===== src/design/bpmc_pkg.sv =====
// Shared types, constants and the base64 decoder of the pattern match counter.
`default_nettype none
package bpmc_pkg;

  localparam int CHAR_BITS  = 8;
  localparam int PIX_PER_CH = 6;
  localparam int COUNT_W    = 21;
  localparam int OUT_BYTES_W = 24;
  localparam int CFG_DATA_W = 11;
  localparam int CFG_ADDR_W = 2;
  localparam logic [COUNT_W-1:0] COUNT_MAX = {COUNT_W{1'b1}};

  // register indexes of the config port
  localparam logic [CFG_ADDR_W-1:0] CFG_IMAGE_WIDTH  = 2'd0;
  localparam logic [CFG_ADDR_W-1:0] CFG_IMAGE_HEIGHT = 2'd1;
  localparam logic [CFG_ADDR_W-1:0] CFG_PATTERN_SIZE = 2'd2;

  // op codes
  localparam logic OP_PATTERN = 1'b0;
  localparam logic OP_IMAGE   = 1'b1;

  // decoded request passed from front to back
  typedef struct packed {
    logic                  op;
    logic [PIX_PER_CH-1:0] pix;
  } item_t;

  function automatic logic [PIX_PER_CH-1:0] decode64(input logic [CHAR_BITS-1:0] c);
    logic [CHAR_BITS-1:0] v;
    v = '0;
    if (c >= 8'h41 && c <= 8'h5A) v = c - 8'h41;
    else if (c >= 8'h61 && c <= 8'h7A) v = c - 8'h61 + 8'd26;
    else if (c >= 8'h30 && c <= 8'h39) v = c - 8'h30 + 8'd52;
    else if (c == 8'h2B) v = 8'd62;
    else if (c == 8'h2F) v = 8'd63;
    return v[PIX_PER_CH-1:0];
  endfunction

endpackage
`default_nettype wire


===== src/design/bpmc_front.sv =====
// Front end: accepts characters, decodes base64 and queues requests.
`default_nettype none
module bpmc_front import bpmc_pkg::*; (
  input  wire logic                 clk,
  input  wire logic                 rst,
  input  wire logic                 in_valid,
  output logic                      in_ready,
  input  wire logic                 in_op,
  input  wire logic [CHAR_BITS-1:0] in_char,
  output logic                      out_valid,
  input  wire logic                 out_ready,
  output item_t                     out_item
);

  localparam int DEPTH = 4;

  item_t      q [DEPTH];
  logic [1:0] wr_ptr;
  logic [1:0] rd_ptr;
  logic [2:0] cnt;
  logic       push;
  logic       pop;

  assign in_ready  = (cnt != 3'(DEPTH));
  assign out_valid = (cnt != 3'd0);
  assign out_item  = q[rd_ptr];
  assign push      = in_valid && in_ready;
  assign pop       = out_valid && out_ready;

  always_ff @(posedge clk) begin
    if (push) begin
      q[wr_ptr] <= '{op: in_op, pix: decode64(in_char)};
    end
  end

  always_ff @(posedge clk) begin
    if (rst) begin
      wr_ptr <= '0;
      rd_ptr <= '0;
      cnt    <= '0;
    end else begin
      if (push) wr_ptr <= wr_ptr + 2'd1;
      if (pop)  rd_ptr <= rd_ptr + 2'd1;
      cnt <= cnt + 3'(push) - 3'(pop);
    end
  end

endmodule
`default_nettype wire


===== config.mk =====
export PLATFORM = sky130hd
export DESIGN_NAME = bpmc_front
export DESIGN_NICKNAME = d
export VERILOG_FILES = /design/src/design/bpmc_pkg.sv /design/src/design/bpmc_front.sv
export SDC_FILE = /design/constraint.sdc
export NUM_CORES = 1
export LEC_CHECK = 0
export BUFFER_PORTS_ARGS = -buffer_cell sky130_fd_sc_hd__buf_4
export CAP_MARGIN = 20
export CELL_PAD_IN_SITES_DETAIL_PLACEMENT = 1
export CELL_PAD_IN_SITES_GLOBAL_PLACEMENT = 1
export CORE_UTILIZATION = 46
export DETAILED_ROUTE_END_ITERATION = 7
export MAX_ROUTING_LAYER = met4
export PLACE_DENSITY = 0.89
export SYNTH_ARGS = -nofsm -noshare
export SYNTH_HDL_FRONTEND = slang
export SYNTH_SLANG_ARGS = --single-unit

===== constraint.sdc =====
create_clock -name clk -period 2.5 [get_ports clk]
set_input_delay 0.5 -clock clk [delete_from_list [all_inputs] [get_ports clk]]
set_output_delay 0.5 -clock clk [all_outputs]
set_load 0.05 [all_outputs]

==> flow_metrics.env, run 1 <==
export IMPL_ios=22
export IMPL_rows=23
export IMPL_finalPower_w=0.00216
export IMPL_fp_dieH_um=67.5
export IMPL_synthesis_instances=166
export IMPL_diodes=0
export IMPL_cts_repair_resized=0
export IMPL_synth_commonest_cells="28 x edfxtp_1, 15 x ha_1, 12 x inv_1, 12 x nor2_1, 9 x dfxtp_1"
export IMPL_ys_flop_type="edfxtp_1"
export IMPL_path_cells="nor2_1 -> nand2_1 -> and2_1 -> inv_1 -> ha_1 -> inv_1 -> ha_1 -> inv_1 -> fa_1 -> xor2_1 -> xnor2_1 -> nor2_1"
export IMPL_layout_setup_ws_ns=0.147
export IMPL_synthTopCellsByArea="edfxtp_1 43%, ha_1 9.5%, dfxtp_1 9.1%"
export IMPL_firstDrtPassIters=4
export IMPL_htreeDepth=2
export IMPL_required_ns=2.68
export IMPL_worstMarginPinSlew_ns=0.483
export IMPL_yosysSeqAreaShare_pct=51.7
export IMPL_dp_cells=236
export IMPL_grt_ovfl_total=0
export IMPL_clk_path_buf_depth=2
export IMPL_power_leakage_nw=0.914
export IMPL_hold_path_end="q[2][6]"
export IMPL_avgViaCountPerCell=5.84
export IMPL_crit_type="reg2reg"
export IMPL_worst_skew_pair_late_latency_ns=0.28
export IMPL_nFillCells=417
export IMPL_cts_tree="built"
export IMPL_cts_buffers=5
export IMPL_met1_usage_pct=22.8
export IMPL_clk_pin_slew_ns=0.08
export IMPL_finalCriticalPeriod_ns=2.35
export IMPL_register_area_mm2=0.00102
export IMPL_skew_ns=0.00830
export IMPL_start_util_pct=48.7
export IMPL_use_met3_pct=4.22
export IMPL_timing_fmax_mhz=425
export IMPL_grt_pass1_vias=1539
export IMPL_setup_viol=0
export IMPL_reg2reg_from="cnt[1]"
export IMPL_fp_dieW_um=67.5
export IMPL_hold_viol_final=0
export IMPL_critPathMostFrequentCell="inv_1"
export IMPL_cp_end_kind="register"
export IMPL_use_met2_pct=42.7
export IMPL_cts_root_buf="clkbuf_8"
export IMPL_hold_class="in2reg"
export IMPL_core_mm2=0.00406
export IMPL_dr_first_iter_drc_count=73
export IMPL_yosysTopAreaCell="edfxtp_1"
export IMPL_dpl_hpwl_mm=3.43
export IMPL_ys_types=38
export IMPL_dp_slack_ns=-0.0542
export IMPL_routed_wl_mm=4.48
export IMPL_ant_nets=0
export IMPL_cts_hold_buf=0
export IMPL_drc=0
export IMPL_num_nets_final=222
export IMPL_p_per_area_mw_per_mm2=926
export IMPL_r2r_end="cnt[2]"
export IMPL_drv_slew=0
export IMPL_dieArea_mm2=0.00456
export IMPL_antenna_found_initial=0
export IMPL_worstPathArrival_ns=2.54
export IMPL_cts_sinks=37
export IMPL_syn_area_mm2=0.00198
export IMPL_synth_top_cell_area_share_pct=42.6
export IMPL_track_usage_pct=22.4
export IMPL_slowest_stage="dfxtp_1"
export IMPL_yosys_warnings=0
export IMPL_synthesis_nets=195
export IMPL_vdd_drop_max_mv=0.356
export IMPL_wire_per_inst_um=18.4
export IMPL_hold_start="in_op"
export IMPL_r2r_cells=12
export IMPL_synth_seq_cells=37
export IMPL_busiest_layer="met2"
export IMPL_min_path_cells=1
export IMPL_syn2layout_area_growth_pct=17.8
export IMPL_finalNonFillerCells=244
export IMPL_grt_start_max_net_pins=13
export IMPL_maxCapViolations=0
export IMPL_rsz0062_at_grt="false"
export IMPL_synth_most_common_cell="edfxtp_1"
export IMPL_r2r_slack_ns=0.15
export IMPL_multi_input_area_um2=876
export IMPL_critPathLaunchType="register"
export IMPL_post_cts_buffers=0
export IMPL_worstPathMaxFanout=6
export IMPL_syn_avg_cell_area_um2=11.9
export IMPL_async_reset_ff_share_pct=0
export IMPL_status="finished clean"
export IMPL_grt_pass1_wl_mm=7.11
export IMPL_slew_headroom_pct=67.6
export IMPL_portBuffers=21
export IMPL_fin_crit_sh_pct=94.1
export IMPL_cp_slowest_stage_delay_ns=0.42
export IMPL_synth_edf_count=28
export IMPL_place_congestion=0.999
export IMPL_vias=1425
export IMPL_final_layout_size_suffix_gt1_share_pct=23.2
==> cell type report <==
cell class | count | area share (%)
clock buffers | 6 | 3.55
clock inverters | 2 | 1.61
inverters | 12 | 1.94
multi-input cells | 110 | 37.6
flip-flops and latches | 37 | 43.9
well taps | 50 | 2.69
repair buffers | 27 | 8.71
==> per-stage QoR <==
stage	area (µm²)	utilization [%]	hold WS, ns	setup TNS, ns
2_1_floorplan	1980	-	0.469	0
3_3_place_gp	2210	54.4	0.477	0
3_5_place_dp	2210	54.4	0.535	-0.288
4_1_cts	2330	57.4	0.411	0
5_1_grt	2330	57.4	0.406	0
6_report	2330	57.4	0.416	0
==> cell families after synthesis <==
group	after synthesis	share of synthesized area, %
simple gates	52	13.6
flops	37	51.7
compound gates	29	9.56
buf+inv	19	3.99
fa+ha+maj	16	10.5
mux	7	7.98
xor+xnor	6	2.66
==> registers in the layout, summed over array words and instances, names as in the netlist, named ones only <==
signal  flops
q          28
cnt         3
rd_ptr      2
wr_ptr      2
==> power breakdown <==
group          switching (W)  internal [W]  leakage, nW  total [W]
Sequential         0.0000799      0.000764        0.335   0.000844
Clock               0.000208      0.000324       0.0574   0.000532
Combinational       0.000480      0.000299        0.522   0.000779
Total               0.000768       0.00139        0.914    0.00216
==> critical path, delay by kind of cell, from the launching register on <==
kind	cells	cell delay, ns
and+or+nand+nor	4	0.50
DFF	1	0.42
buffers and inverters	3	0.20
xor gates and xnor gates	2	0.36
adders and majority gates	3	0.79
==> layout by cell type (no fill, tap or decap), drive strengths merged <==
| cell type | count |
|---|---|
| xor2 | 2 |
| a21boi | 1 |
| a31oi | 3 |
| mux4 | 7 |
| or4 | 1 |
| nor2b | 2 |
| buf | 27 |
| nand2 | 8 |
| o221ai | 1 |
| or2 | 1 |
| nand2b | 4 |
| a21oi | 7 |
| a211oi | 1 |
| xnor2 | 4 |
| o22ai | 1 |
| edfxtp | 28 |
| clkbuf | 6 |
| o311a | 2 |
| and2 | 3 |
| fa | 1 |
| bufinv | 1 |
| a221oi | 3 |
| nor4b | 1 |
| nor2 | 12 |
| a21o | 2 |
| dfxtp | 9 |
| ha | 15 |
| and3 | 4 |
| nor3 | 6 |
| o21ai | 7 |
| nand3 | 6 |
| clkinvlp | 1 |
| or3 | 3 |
| nor4 | 1 |
| inv | 12 |
| a31o | 1 |
==> how the worst max path moves through the flow <==
stage                          start       to  slack, ns  cells after the start
after floorplan               cnt[2]   cnt[2]       0.01                     10
after global placement    in_char[2]  q[0][4]       0.14                      8
after detailed placement  in_char[2]  q[0][1]      -0.05                      7
after CTS                     cnt[1]   cnt[2]       0.14                     12
after global routing          cnt[1]   cnt[2]      0.009                     12
final                         cnt[1]   cnt[2]       0.15                     12
==> per-layer routing <==
layer,vias up,wire [µm],share of wire (%)
li1,662,-,-
met1,709,1800,40
met2,46,2440,54
met3,8,162,3.6
met4,0,78,1.7
met5,-,0,0
Note: power is estimated with default switching activity, not from simulation.
==> run 2: changes to the inputs <==
--- a/config.mk
+++ b/config.mk
@@ -13,6 +13,7 @@
 export DETAILED_ROUTE_END_ITERATION = 7
 export MAX_ROUTING_LAYER = met4
 export PLACE_DENSITY = 0.89
+export RECOVER_POWER = 25
 export SYNTH_ARGS = -nofsm -noshare
 export SYNTH_HDL_FRONTEND = slang
 export SYNTH_SLANG_ARGS = --single-unit
==> run 2 against run 1 <==
Net effect:
- combinational power hardly changed
- first-iteration DRC count stayed put
- power hardly changed
- wire length hardly changed
- design area is 0.16% lower
- sequential share of layout area is 0.071 points higher
- die area stayed put
- clock power hardly changed
- worst setup slack hardly changed
- worst hold slack better by 0.027 ns
- largest cell class unchanged
- largest power group unchanged
- highest routed layer unchanged
==> flow_metrics.env, run 2 (same netlist as run 1, synthesis figures left out) <==
export IMPL_status="finished clean"
export IMPL_final_cell_mix="28 x edfxtp_1, 26 x buf_4, 15 x ha_1, 12 x inv_1, 12 x nor2_1"
export IMPL_p_per_area_mw_per_mm2=927
export IMPL_rows=23
export IMPL_grt_start_max_net_pins=13
export IMPL_dieArea_mm2=0.00456
export IMPL_cts_sinks=37
export IMPL_setup_viol=0
export IMPL_power_leakage_nw=0.911
export IMPL_firstDrtPassIters=4
export IMPL_top_register="q"
export IMPL_vdd_drop_max_mv=0.356
export IMPL_slew_headroom_pct=67.9
export IMPL_fp_dieW_um=67.5
export IMPL_cts_repair_resized=0
export IMPL_critPathLaunchType="register"
export IMPL_cts_tree="built"
export IMPL_final_layout_size_suffix_gt1_share_pct=22.7
export IMPL_num_nets_final=222
export IMPL_dpl_cell_area_mm2=0.00221
export IMPL_portBuffers=21
export IMPL_fin_crit_sh_pct=94.1
export IMPL_start_util_pct=48.7
export IMPL_ant_nets=0
export IMPL_clk_pin_slew_ns=0.07
export IMPL_post_cts_buffers=0
export IMPL_required_ns=2.68
export IMPL_r2r_cells=12
export IMPL_reg2reg_from="cnt[1]"
export IMPL_place_congestion=0.999
export IMPL_rsz0062_at_grt="false"
export IMPL_fin_area_mm2=0.00232
export IMPL_grt_ovfl_total=0
export IMPL_worstMarginPinSlew_ns=0.478
export IMPL_track_usage_pct=22.4
export IMPL_core_mm2=0.00406
export IMPL_wl_met2_mm=2.44
export IMPL_avgViaCountPerCell=5.83
export IMPL_maxCapViolations=0
export IMPL_drc=0
export IMPL_worstPathMaxFanout=6
export IMPL_htreeDepth=2
export IMPL_clk_path_buf_depth=2
export IMPL_dpl_hpwl_mm=3.43
export IMPL_r2r_slack_ns=0.15
export IMPL_cts_buffers=5
export IMPL_highest_layer="met4"
export IMPL_layout_setup_ws_ns=0.147
export IMPL_syn2layout_area_growth_pct=17.6
export IMPL_cts_root_buf="clkbuf_8"
export IMPL_finalCriticalPeriod_ns=2.35
export IMPL_fp_dieH_um=67.5
export IMPL_multi_input_area_um2=876
export IMPL_cp_end_kind="register"
export IMPL_min_path_cells=2
export IMPL_hold_class="in2reg"
export IMPL_register_area_mm2=0.00102
export IMPL_antenna_found_initial=0
export IMPL_wl_met3_um=181
export IMPL_crit_type="reg2reg"
export IMPL_final_common_cell="edfxtp_1"
export IMPL_worst_skew_pair_late_latency_ns=0.28
export IMPL_hold_viol_final=0
export IMPL_diodes=0
export IMPL_grt_pass1_wl_mm=7.11
export IMPL_hold_path_end="wr_ptr[0]"
export IMPL_worstPathArrival_ns=2.53
export IMPL_skew_ns=0.00830
export IMPL_largest_reg_flops=28
export IMPL_ios=22
export IMPL_hold_start="rst"
export IMPL_dp_slack_ns=-0.0542
export IMPL_dr_first_iter_drc_count=73
export IMPL_grt_pass1_vias=1539
export IMPL_r2r_end="cnt[2]"
export IMPL_timing_fmax_mhz=425
export IMPL_drv_slew=0
export IMPL_wire_per_inst_um=18.4
export IMPL_largest_registers="q: 28 flops, cnt: 3 flops"
export IMPL_wl_met1_mm=1.78
export IMPL_cts_hold_buf=0
export IMPL_vias=1423
export IMPL_routed_wl_mm=4.48
export IMPL_nFillCells=419
==> run 2: final cells by class <==
type / instances / area share, %
timing repair buffer: 27 / 8.56
sequential: 37 / 43.9
clock inverter: 2 / 1.62
clock buffer: 6 / 3.55
multi-input combinational: 110 / 37.7
inverter: 12 / 1.94
tap: 50 / 2.69
==> run 2: worst max-delay path by stage <==
stage / end / from / slack (ns) / cells after the start
finish: cnt[2] / cnt[1] / 0.15 / 12
global route: cnt[2] / cnt[1] / 0.009 / 12
CTS: cnt[2] / cnt[1] / 0.14 / 12
detailed placement: q[0][1] / in_char[2] / -0.05 / 7
global placement: q[0][4] / in_char[2] / 0.14 / 8
floorplan: cnt[2] / cnt[2] / 0.01 / 10
==> run 2: stage by stage <==
step	instances	hold slack [ns]	setup TNS (ns)	total power, W	util (%)
final	244	0.443	0	0.00215	57.3
after global routing	244	0.443	0	0.00226	57.3
after CTS	244	0.411	0	0.00217	57.4
after detailed placement	236	0.535	-0.288	0.00164	54.4
after global placement	236	0.477	0	0.00159	54.4
after floorplan	166	0.469	0	0.00141	-
==> run 2: report_power, final <==
part | internal, W | switching, W | leakage, nW | total, W
sequential | 0.000764 | 0.0000799 | 0.335 | 0.000844
combinational | 0.000298 | 0.000480 | 0.518 | 0.000778
clock | 0.000324 | 0.000208 | 0.0574 | 0.000532
total | 0.00139 | 0.000768 | 0.911 | 0.00215
==> run 2: layer usage <==
layer	up-vias	global-route usage (%)
met5	-	-
met4	0	6.65
met3	8	4.22
met2	46	42.7
met1	707	22.8
li1	662	-
==> run 2: worst max-delay path, stage by stage, from the launching register on <==
cell,delay [ns]
dfxtp_1,0.42
nor2_1,0.06
nand2_1,0.16
and2_1,0.23
inv_1,0.09
ha_1,0.29
inv_1,0.06
ha_1,0.13
inv_1,0.05
fa_1,0.37
xor2_1,0.21
xnor2_1,0.15
nor2_1,0.05
==> run 3: changes to the inputs <==
--- a/config.mk
+++ b/config.mk
@@ -9,6 +9,7 @@
 export CAP_MARGIN = 20
 export CELL_PAD_IN_SITES_DETAIL_PLACEMENT = 1
 export CELL_PAD_IN_SITES_GLOBAL_PLACEMENT = 1
+export CORE_ASPECT_RATIO = 0.5
 export CORE_UTILIZATION = 46
 export DETAILED_ROUTE_END_ITERATION = 7
 export MAX_ROUTING_LAYER = met4
==> run 3 against run 2 <==
Net effect:
- critical path depth shrank 2
- design area rose by 0.97%
- via count grew 0.49%
- sequential share of layout area is 0.37 points lower
- core utilization rose by 1.3 points
- power about the same
- clock-buffer cell count is the same
- critical path type unchanged
==> flow_metrics.env, run 3 (same netlist as run 1, synthesis figures left out) <==
export IMPL_nFillCells=444
export IMPL_top_register="q"
export IMPL_portBuffers=21
export IMPL_timing_fmax_mhz=425
export IMPL_critPathLaunchType="register"
export IMPL_antenna_found_initial=0
export IMPL_worstMarginPinSlew_ns=0.466
export IMPL_fin_area_mm2=0.00235
export IMPL_syn2layout_area_growth_pct=18.7
export IMPL_final_cell_mix="29 x buf_4, 28 x edfxtp_1, 15 x ha_1, 12 x inv_1, 12 x nor2_1"
export IMPL_fp_dieH_um=48.3
export IMPL_dpl_hpwl_mm=3.58
export IMPL_power_leakage_nw=0.927
export IMPL_core_mm2=0.00400
export IMPL_hold_viol_final=0
export IMPL_dieArea_mm2=0.00458
export IMPL_maxCapViolations=0
export IMPL_routed_wl_mm=4.68
export IMPL_largest_reg_flops=28
export IMPL_cts_sinks=37
export IMPL_track_usage_pct=23.3
export IMPL_slowest_stage="or3_1"
export IMPL_fp_dieW_um=94.7
export IMPL_hold_class="in2reg"
export IMPL_rsz0062_at_grt="false"
export IMPL_dpl_cell_area_mm2=0.00223
export IMPL_utilization_pct=58.6
export IMPL_worstPathArrival_ns=2.53
export IMPL_place_congestion=0.969
export IMPL_ios=22
export IMPL_cts_root_buf="clkbuf_8"
export IMPL_crit_type="reg2reg"
export IMPL_cts_repair_resized=0
export IMPL_cts_tree="built"
export IMPL_required_ns=2.68
export IMPL_path_cells="or3_1 -> and2_1 -> ha_1 -> inv_1 -> ha_1 -> inv_1 -> fa_1 -> xor2_1 -> xnor2_1 -> nor2_1"
export IMPL_clk_path_buf_depth=2
export IMPL_p_per_area_mw_per_mm2=919
export IMPL_status="finished clean"
export IMPL_rows=16
export IMPL_num_nets_final=225
export IMPL_cp_slowest_stage_delay_ns=0.39
export IMPL_start_util_pct=49.3
export IMPL_r2r_slack_ns=0.15
export IMPL_largest_registers="q: 28 flops, cnt: 3 flops"
export IMPL_avgViaCountPerCell=5.70
export IMPL_post_cts_buffers=0
export IMPL_worstPathMaxFanout=3
export IMPL_final_layout_size_suffix_gt1_share_pct=24.4
export IMPL_slew_headroom_pct=68.9
export IMPL_drv_slew=0
export IMPL_grt_pass1_vias=1525
export IMPL_final_common_cell="buf_4"
export IMPL_diodes=0
export IMPL_htreeDepth=2
export IMPL_firstDrtPassIters=4
export IMPL_drc=0
export IMPL_skew_ns=0.00796
export IMPL_grt_ovfl_total=0
export IMPL_wire_per_inst_um=18.7
export IMPL_ant_nets=0
export IMPL_cp_end_kind="register"
export IMPL_dr_first_iter_drc_count=49
export IMPL_grt_start_max_net_pins=13
export IMPL_cts_buffers=5
export IMPL_vias=1430
export IMPL_grt_pass1_wl_mm=7.60
export IMPL_fin_crit_sh_pct=94.1
export IMPL_worst_skew_pair_late_latency_ns=0.28
export IMPL_setup_viol=0
export IMPL_cts_hold_buf=0
export IMPL_vdd_drop_max_mv=0.302
export IMPL_finalCriticalPeriod_ns=2.35
export IMPL_clk_pin_slew_ns=0.07
[run 3: changes by cell type in the layout (fill, tap and decap cells not counted)]
| cell | change |
|---|---|
| buf_4 | +3 |
| clkinv_4 | +1 |
| clkbuf_1 | +1 |
| clkbuf_8 | -1 |
| dfxtp_1 | -1 |
| dfxtp_2 | +1 |
| and2_1 | -1 |
| clkinvlp_4 | -1 |
| and2_4 | +1 |
[run 3: critical path: cells and delay by family, from the launching register on]
kind | cells | cell delay [ns]
buffers and inverters | 2 | 0.11
flip-flops | 1 | 0.34
AND/OR/NAND/NOR | 3 | 0.65
XOR/XNOR | 2 | 0.33
adder cells (fa/ha/maj) | 3 | 0.82
[run 3: worst paths after layout]
check	cells past startpoint	end	start
max	10	cnt[2]	cnt[2]
min	2	cnt[1]	rst
max reg2reg	10	cnt[2]	cnt[2]
min reg2reg	2	wr_ptr[1]	wr_ptr[1]
[run 3: layout make-up]
class,count,area [µm²],share of cell area (%)
Tap cell,54,67.6,2.88
Inverter,12,45.0,1.92
Clock inverter,2,38.8,1.65
Multi-Input combinational cell,110,878,37.4
Timing Repair Buffer,30,221,9.44
Clock buffer,6,72.6,3.09
Sequential cell,37,1020,43.6
[run 3: through the flow]
| step | hold slack [ns] | setup slack [ns] | std cells | setup TNS (ns) | total power (W) |
|---|---|---|---|---|---|
| 2_1_floorplan | 0.469 | 0.0115 | 166 | 0 | 0.00141 |
| 3_3_place_gp | 0.494 | 0.121 | 243 | 0 | 0.00160 |
| 3_5_place_dp | 0.524 | -0.0190 | 243 | -0.173 | 0.00165 |
| 4_1_cts | 0.414 | 0.0944 | 251 | 0 | 0.00217 |
| 5_1_grt | 0.441 | 0.0437 | 251 | 0 | 0.00226 |
| 6_report | 0.444 | 0.147 | 251 | 0 | 0.00216 |
[run 3: power by group]
part	switching, W	leakage, nW	internal, W	total [W]
Clock	0.000213	0.0554	0.000299	0.000512
Sequential	0.0000823	0.336	0.000765	0.000848
Combinational	0.000492	0.536	0.000305	0.000797
[run 3: per-layer routing]
layer	wire [µm]	up-vias	global-route usage [%]
met3	161	4	3.93
met4	50	0	7.83
met2	2400	37	40.0
met5	0	-	-
li1	-	672	-
met1	2080	717	28.0
